$ cat config.mk
export PLATFORM = sky130hd
export DESIGN_NAME = fbwt_scan
export DESIGN_NICKNAME = d
export VERILOG_FILES = /design/src/design/fbwt_pkg.sv /design/src/design/fbwt_scan.sv
export SDC_FILE = /design/constraint.sdc
export NUM_CORES = 1
export LEC_CHECK = 0
export ABC_AREA = 1
export BUFFER_PORTS_ARGS = -buffer_cell sky130_fd_sc_hd__clkbuf_2
export CAP_MARGIN = 20
export CORE_MARGIN = 2
export CORE_UTILIZATION = 56
export DETAILED_ROUTE_END_ITERATION = 10
export HOLD_SLACK_MARGIN = 0.1
export PLACE_DENSITY = 0.9
export RECOVER_POWER = 50
export SLEW_MARGIN = 40
export SYNTH_ARGS = -nofsm -noshare
export SYNTH_HDL_FRONTEND = slang
export SYNTH_SLANG_ARGS = --single-unit
$ cat constraint.sdc
create_clock -name i_clk -period 3.5 [get_ports i_clk]
set_input_delay 0.7 -clock i_clk [delete_from_list [all_inputs] [get_ports i_clk]]
set_output_delay 0.7 -clock i_clk [all_outputs]
set_load 0.02 [all_outputs]
$ cat src/design/fbwt_pkg.sv
// Shared types and constants of the flash block wear tracker.
package fbwt_pkg;

    localparam int OP_W     = 4;
    localparam int PLANE_W  = 3;
    localparam int BLOCK_W  = 10;
    localparam int ERASE_W  = 17;
    localparam int S_DATA_W = 32;
    localparam int S_USER_W = 4;
    localparam int M_DATA_W = 32;

    localparam logic [OP_W-1:0] OP_PROG_ISSUE = 4'd0;
    localparam logic [OP_W-1:0] OP_READ_ISSUE = 4'd1;
    localparam logic [OP_W-1:0] OP_PROG_DONE  = 4'd2;
    localparam logic [OP_W-1:0] OP_READ_DONE  = 4'd3;
    localparam logic [OP_W-1:0] OP_GC_START   = 4'd4;
    localparam logic [OP_W-1:0] OP_GC_END     = 4'd5;
    localparam logic [OP_W-1:0] OP_QUERY      = 4'd6;
    localparam logic [OP_W-1:0] OP_COLDEST    = 4'd7;
    localparam logic [OP_W-1:0] OP_SPREAD     = 4'd8;
    localparam logic [OP_W-1:0] OP_SET_ERASE  = 4'd9;

    typedef enum logic [2:0] {
        ST_CLEAR,
        ST_IDLE,
        ST_UPDATE,
        ST_SCAN,
        ST_SCAN_LAST,
        ST_SCAN_OUT
    } t_state;

    typedef struct packed {
        logic vld;
        logic first;
    } t_scan_ctl;

endpackage

$ cat src/design/fbwt_scan.sv
// Running minimum, maximum and coldest index over one plane scan.
module fbwt_scan #(
    parameter int IDX_W = 10
) (
    input  logic                         i_clk,
    input  fbwt_pkg::t_scan_ctl          i_ctl,
    input  logic [IDX_W-1:0]             i_idx,
    input  logic [fbwt_pkg::ERASE_W-1:0] i_erase,
    output logic [IDX_W-1:0]             o_cold,
    output logic [fbwt_pkg::ERASE_W-1:0] o_spread
);

    logic [fbwt_pkg::ERASE_W-1:0] r_lo;
    logic [fbwt_pkg::ERASE_W-1:0] r_hi;
    logic [IDX_W-1:0]             r_cold;

    always_ff @(posedge i_clk) begin
        if (i_ctl.vld) begin
            if (i_ctl.first) begin
                r_lo   <= i_erase;
                r_hi   <= i_erase;
                r_cold <= i_idx;
            end else begin
                if (i_erase < r_lo) begin
                    r_lo   <= i_erase;
                    r_cold <= i_idx;
                end
                if (i_erase > r_hi) begin
                    r_hi <= i_erase;
                end
            end
        end
    end

    assign o_cold   = r_cold;
    assign o_spread = r_hi - r_lo;

endmodule

Word level (Yosys, flattened, before mapping)
Index checks and enable logic that the tools add are counted.
- bits in registers: 44
- bits of input ports: 30
- output and inout bits: 27
- word-level logic and storage cells: 16
- $add $sub $neg: 1
- $lt $le $gt $ge: 2
- mux-type cells: 6
- reductions and logical operators: 4
- operators with widths (kind ; count):
    17-bit two-way mux ; 4
    10-bit two-way mux ; 2
    17-bit > comparator ; 1
    17-bit < comparator ; 1
    17-bit subtractor ; 1
    2-bit AND reduction ; 2
    2-bit nonzero test ; 2

Longest topological paths before layout
- word-level depth: 3
- gate-level depth with buffers: 12
- gate-level depth less buffers: 12

Worst setup path before layout
Ideal clock, no wire load.
- path kind: input port to flip-flop
- start: input port i_erase[4] (netlist name)
- end: register r_cold[0], in the netlist o_cold[0], enable pin
- arrival time: 2.759 ns
- setup slack: 0.321 ns
- stages: 10
- path buffers: 0
- path through: ha_1 -> nand2_1 -> inv_1 -> nand2_1 -> nand2_1 -> nand2_1 -> nand3_1 -> nand2_1 -> nand3_1 -> a21oi_1
- word-level cells in the longest chain between the ends: 3
- RTL lines (what ; RTL line ; text):
    start, declared ; fbwt_scan.sv:8 ; input logic [fbwt_pkg::ERASE_W-1:0] i_erase,
    17-bit < comparator ; fbwt_scan.sv:24 ; if (i_erase < r_lo) begin
    2-bit nonzero test (no source line) ; n/a ;
    2-bit AND reduction (no source line) ; n/a ;
    end signal, assigned ; fbwt_scan.sv:22 ; r_cold <= i_idx;
    end signal, assigned ; fbwt_scan.sv:26 ; r_cold <= i_idx;
    end, declared ; fbwt_scan.sv:15 ; logic [IDX_W-1:0] r_cold;
Every way passes these cells.
A chain may end at the register's enable or synchronous reset.

Worst setup path after layout
- start: register r_lo[0] (netlist name)
- end: output port o_spread[12] (netlist name)
- word-level cells in the longest chain between the ends: 1
- RTL lines (what ; RTL line ; text):
    start, declared ; fbwt_scan.sv:13 ; logic [fbwt_pkg::ERASE_W-1:0] r_lo;
    start signal, assigned ; fbwt_scan.sv:20 ; r_lo <= i_erase;
    start signal, assigned ; fbwt_scan.sv:25 ; r_lo <= i_erase;
    17-bit subtractor ; fbwt_scan.sv:36 ; assign o_spread = r_hi - r_lo;
    end, declared ; fbwt_scan.sv:10 ; output logic [fbwt_pkg::ERASE_W-1:0] o_spread
Every way passes these cells.

==> flow_summary_export.csv <==
group,metric,value,unit
route,drt-met1-wl,2593,um
sta,setup_ws,0.5281,ns
route,top_layer,"met4",
route,first_pass_iters,4,
route,drtIter0Drc,111,
die,die-area,0.006082,sq mm
clock_tree,cts_root_buf,"clkbuf_8",
min_path,whs_path_depth,1,
clock_tree,clk_pin_slew,0.08,ns
synthesis,synth_xor_area_frac,0.03429,
setup_path,rr_worst_depth,8,
place,gp_congestion,0.9161,
clock_tree,cts_hold_buf,0,
clock_tree,cts_buffer_depth,2,
final_layout,insertedDiodeCount,0,
pwr,ir_drop,0.3875,mV
place,place.port_buffers,56,
synthesis,yosysWarnings,0,
place,postPlaceCellArea,0.003460,sq mm
pwr,power.total,1.488,mW
sta,skew,0.006920,ns
route,route.vias.total,2436,
clock_tree,clk_latency,0.30,ns
die,start_util,0.5889,
final_layout,layout.nets,485,
synthesis,ys_ff_latch,44,
synthesis,synth.distinct_cells,20,
route,drt-wirelength-per-cell,13.18,um
synthesis,synth_top_family_by_area,"adder cells",
sta,setup_tns,0,ns
final_layout,area_growth,15.22,%
place,dpl_worst_slack,0.8249,ns
sta,finalHoldViolations,0,
route,drt-total-wl,6275,um
place,dp.cells,468,
route,ant_nets,0,
die,row_count,26,
die,die_width,77.99,um
route,viasPerCell,5.118,
die,coreArea,0.005205,sq mm
global_routing,grt_pass1_vias,2471,
clock_tree,tritoncts,"yes",
route,dr_wl_met3,363,um
synthesis,yosysSeqAreaShare,0.4310,
clock_tree,post_cts_buffers,0,
setup_path,cp.arrival,2.27,ns
pwr,p_per_area,421.3,mW/mm^2
sta,rsz0062_at_grt,"no",
synthesis,syn_area,0.003065,sq mm
sta,setup_violations,0,
setup_path,critPathMaxFanout,3,
sta,holdWs,0.5726,ns
final_layout,drive_gt1_frac,0.1084,
clock_tree,numCtsBuffers,5,
synthesis,synth_simple_gate_area_frac,0.1645,
final_layout,final_cell_count_no_fill,476,
synthesis,syn_avg_cell_area,9.043,sq um
clock_tree,clock-sinks,44,
global_routing,antenna_found_initial,0,
final_layout,finish.instance_area,0.003532,sq mm
die,io-pin-count,57,
setup_path,startpoint_type,"register",
global_routing,overflow,0,
synthesis,syn_inst,339,
route,wl_met2,3226,um
status,outcome,"finished, final reports clean",
global_routing,grt_max_degree,18,
clock_tree,cts-htree-levels,2,
place,dpl.hpwl,5249,um
final_layout,fin_util,0.6786,
setup_path,worstPathRequired,2.80,ns
sta,worst_slew_pin_slew,0.6218,ns
setup_path,setup.worst_path.class,"reg2out",
pwr,p_leak,1.806,nW
min_path,worstHoldPathType,"in2reg",
global_routing,grt_use_total,0.2197,
global_routing,grt_pass1_wl,10490,um
route,drc_errors,0,
job,max_cap_viol_count,0,
final_layout,nFillCells,421,
synthesis,synth-adder-area-share,0.2065,
sta,max_freq,336.5,MHz
die,fp.dieH,77.99,um
synthesis,muxShareOfSynthArea,0,
sta,fin_crit,2.972,ns
synthesis,synth_compound_area_frac,0.08041,
synthesis,synth_fp_nets,419,
clock_tree,cts.repair.resized,0,
sta,drv_slew,0,
sta,maxSlewHeadroom,0.5855,
sta,post-route-period-util,0.8491,
setup_path,cp-end-kind,"primary output",
path summary, 6_finish.rpt:
path	endpoint	slack, ns	from
max	o_spread[12]	0.53	r_lo[0]
min	o_cold[1]	0.57	i_idx[1]
max reg2reg	r_lo[16]	1.11	r_lo[10]
min reg2reg	r_hi[9]	1.08	r_hi[0]
report_power, final:
part / total [mW] / leakage [nW] / switching [mW] / internal, mW
clock: 0.382 / 0.0548 / 0.167 / 0.215
combinational: 0.468 / 1.33 / 0.306 / 0.162
sequential: 0.638 / 0.422 / 0.0143 / 0.624
total: 1.49 / 1.81 / 0.488 / 1.00
cells in the mapped netlist, drive strengths merged:
| library cell | instances | share of area |
|---|---|---|
| edfxtp | 44 | 0.43 |
| xnor2 | 2 | 0.0057 |
| inv | 68 | 0.083 |
| nor3 | 4 | 0.0065 |
| a21o | 3 | 0.0073 |
| nand3b | 1 | 0.0024 |
| nand4 | 4 | 0.0082 |
| nor2 | 16 | 0.020 |
| o21a | 1 | 0.0024 |
| a21boi | 1 | 0.0037 |
| ha | 49 | 0.20 |
| a21oi | 28 | 0.046 |
| o21ai | 7 | 0.014 |
| nand2 | 81 | 0.10 |
| xor2 | 10 | 0.029 |
| fa | 1 | 0.0065 |
| o21bai | 3 | 0.0073 |
| nand3 | 16 | 0.026 |
final cells by class:
class	instances	area, sq um	area share
clock buffer	5	68.82	0.01948
clock inverter	3	46.29	0.01311
inverter	68	255.2	0.07226
multi-input combinational	227	1489	0.4215
sequential	44	1321	0.3741
tap	70	87.58	0.02480
timing repair buffer	59	264.0	0.07474
flip-flops by register name, summed over array words and instances (netlist names):
register,count
r_hi,17
o_cold,10
r_lo,17
worst max-delay path, stage by stage (launching register included):
cell	delay (ns)
edfxtp_1	0.40
ha_1	0.27
fa_1	0.43
o21ai_2	0.21
nand3_1	0.11
nand2_2	0.11
nand2_1	0.05
nand2_1	0.06
xor2_1	0.14
clkbuf_2	0.18
logic make-up (layout without fill, tap and decap cells):
group / Yosys count / after routing
DFF: 44 / 44
adders and majority gates: 50 / 50
AOI/OAI and AO/OA: 43 / 43
buffers and inverters: 68 / 135
and+or+nand+nor: 122 / 122
xor gates and xnor gates: 12 / 12
metal layers:
layer,vias to the layer above,GRT usage
li1,1250,-
met1,1098,0.2603
met2,78,0.4129
met3,10,0.03023
met4,0,0.06140
met5,-,0
cells in the final DEF (no fill, tap or decap):
cell type / count
nand2_1: 78
inv_1: 68
ha_1: 49
edfxtp_1: 44
clkbuf_1: 29
a21oi_1: 28
clkbuf_2: 28
nand3_1: 16
nor2_1: 16
xor2_1: 10
o21ai_0: 5
clkbuf_8: 5
nor3_1: 4
nand4_1: 4
nand2_2: 3
o21bai_1: 3
a21o_1: 3
o21ai_2: 2
xnor2_1: 2
buf_4: 2
o21a_1: 1
a21boi_2: 1
nand3b_1: 1
fa_1: 1
clkinvlp_4: 1
bufinv_16: 1
inv_6: 1
(Power assumes the default switching activity.)
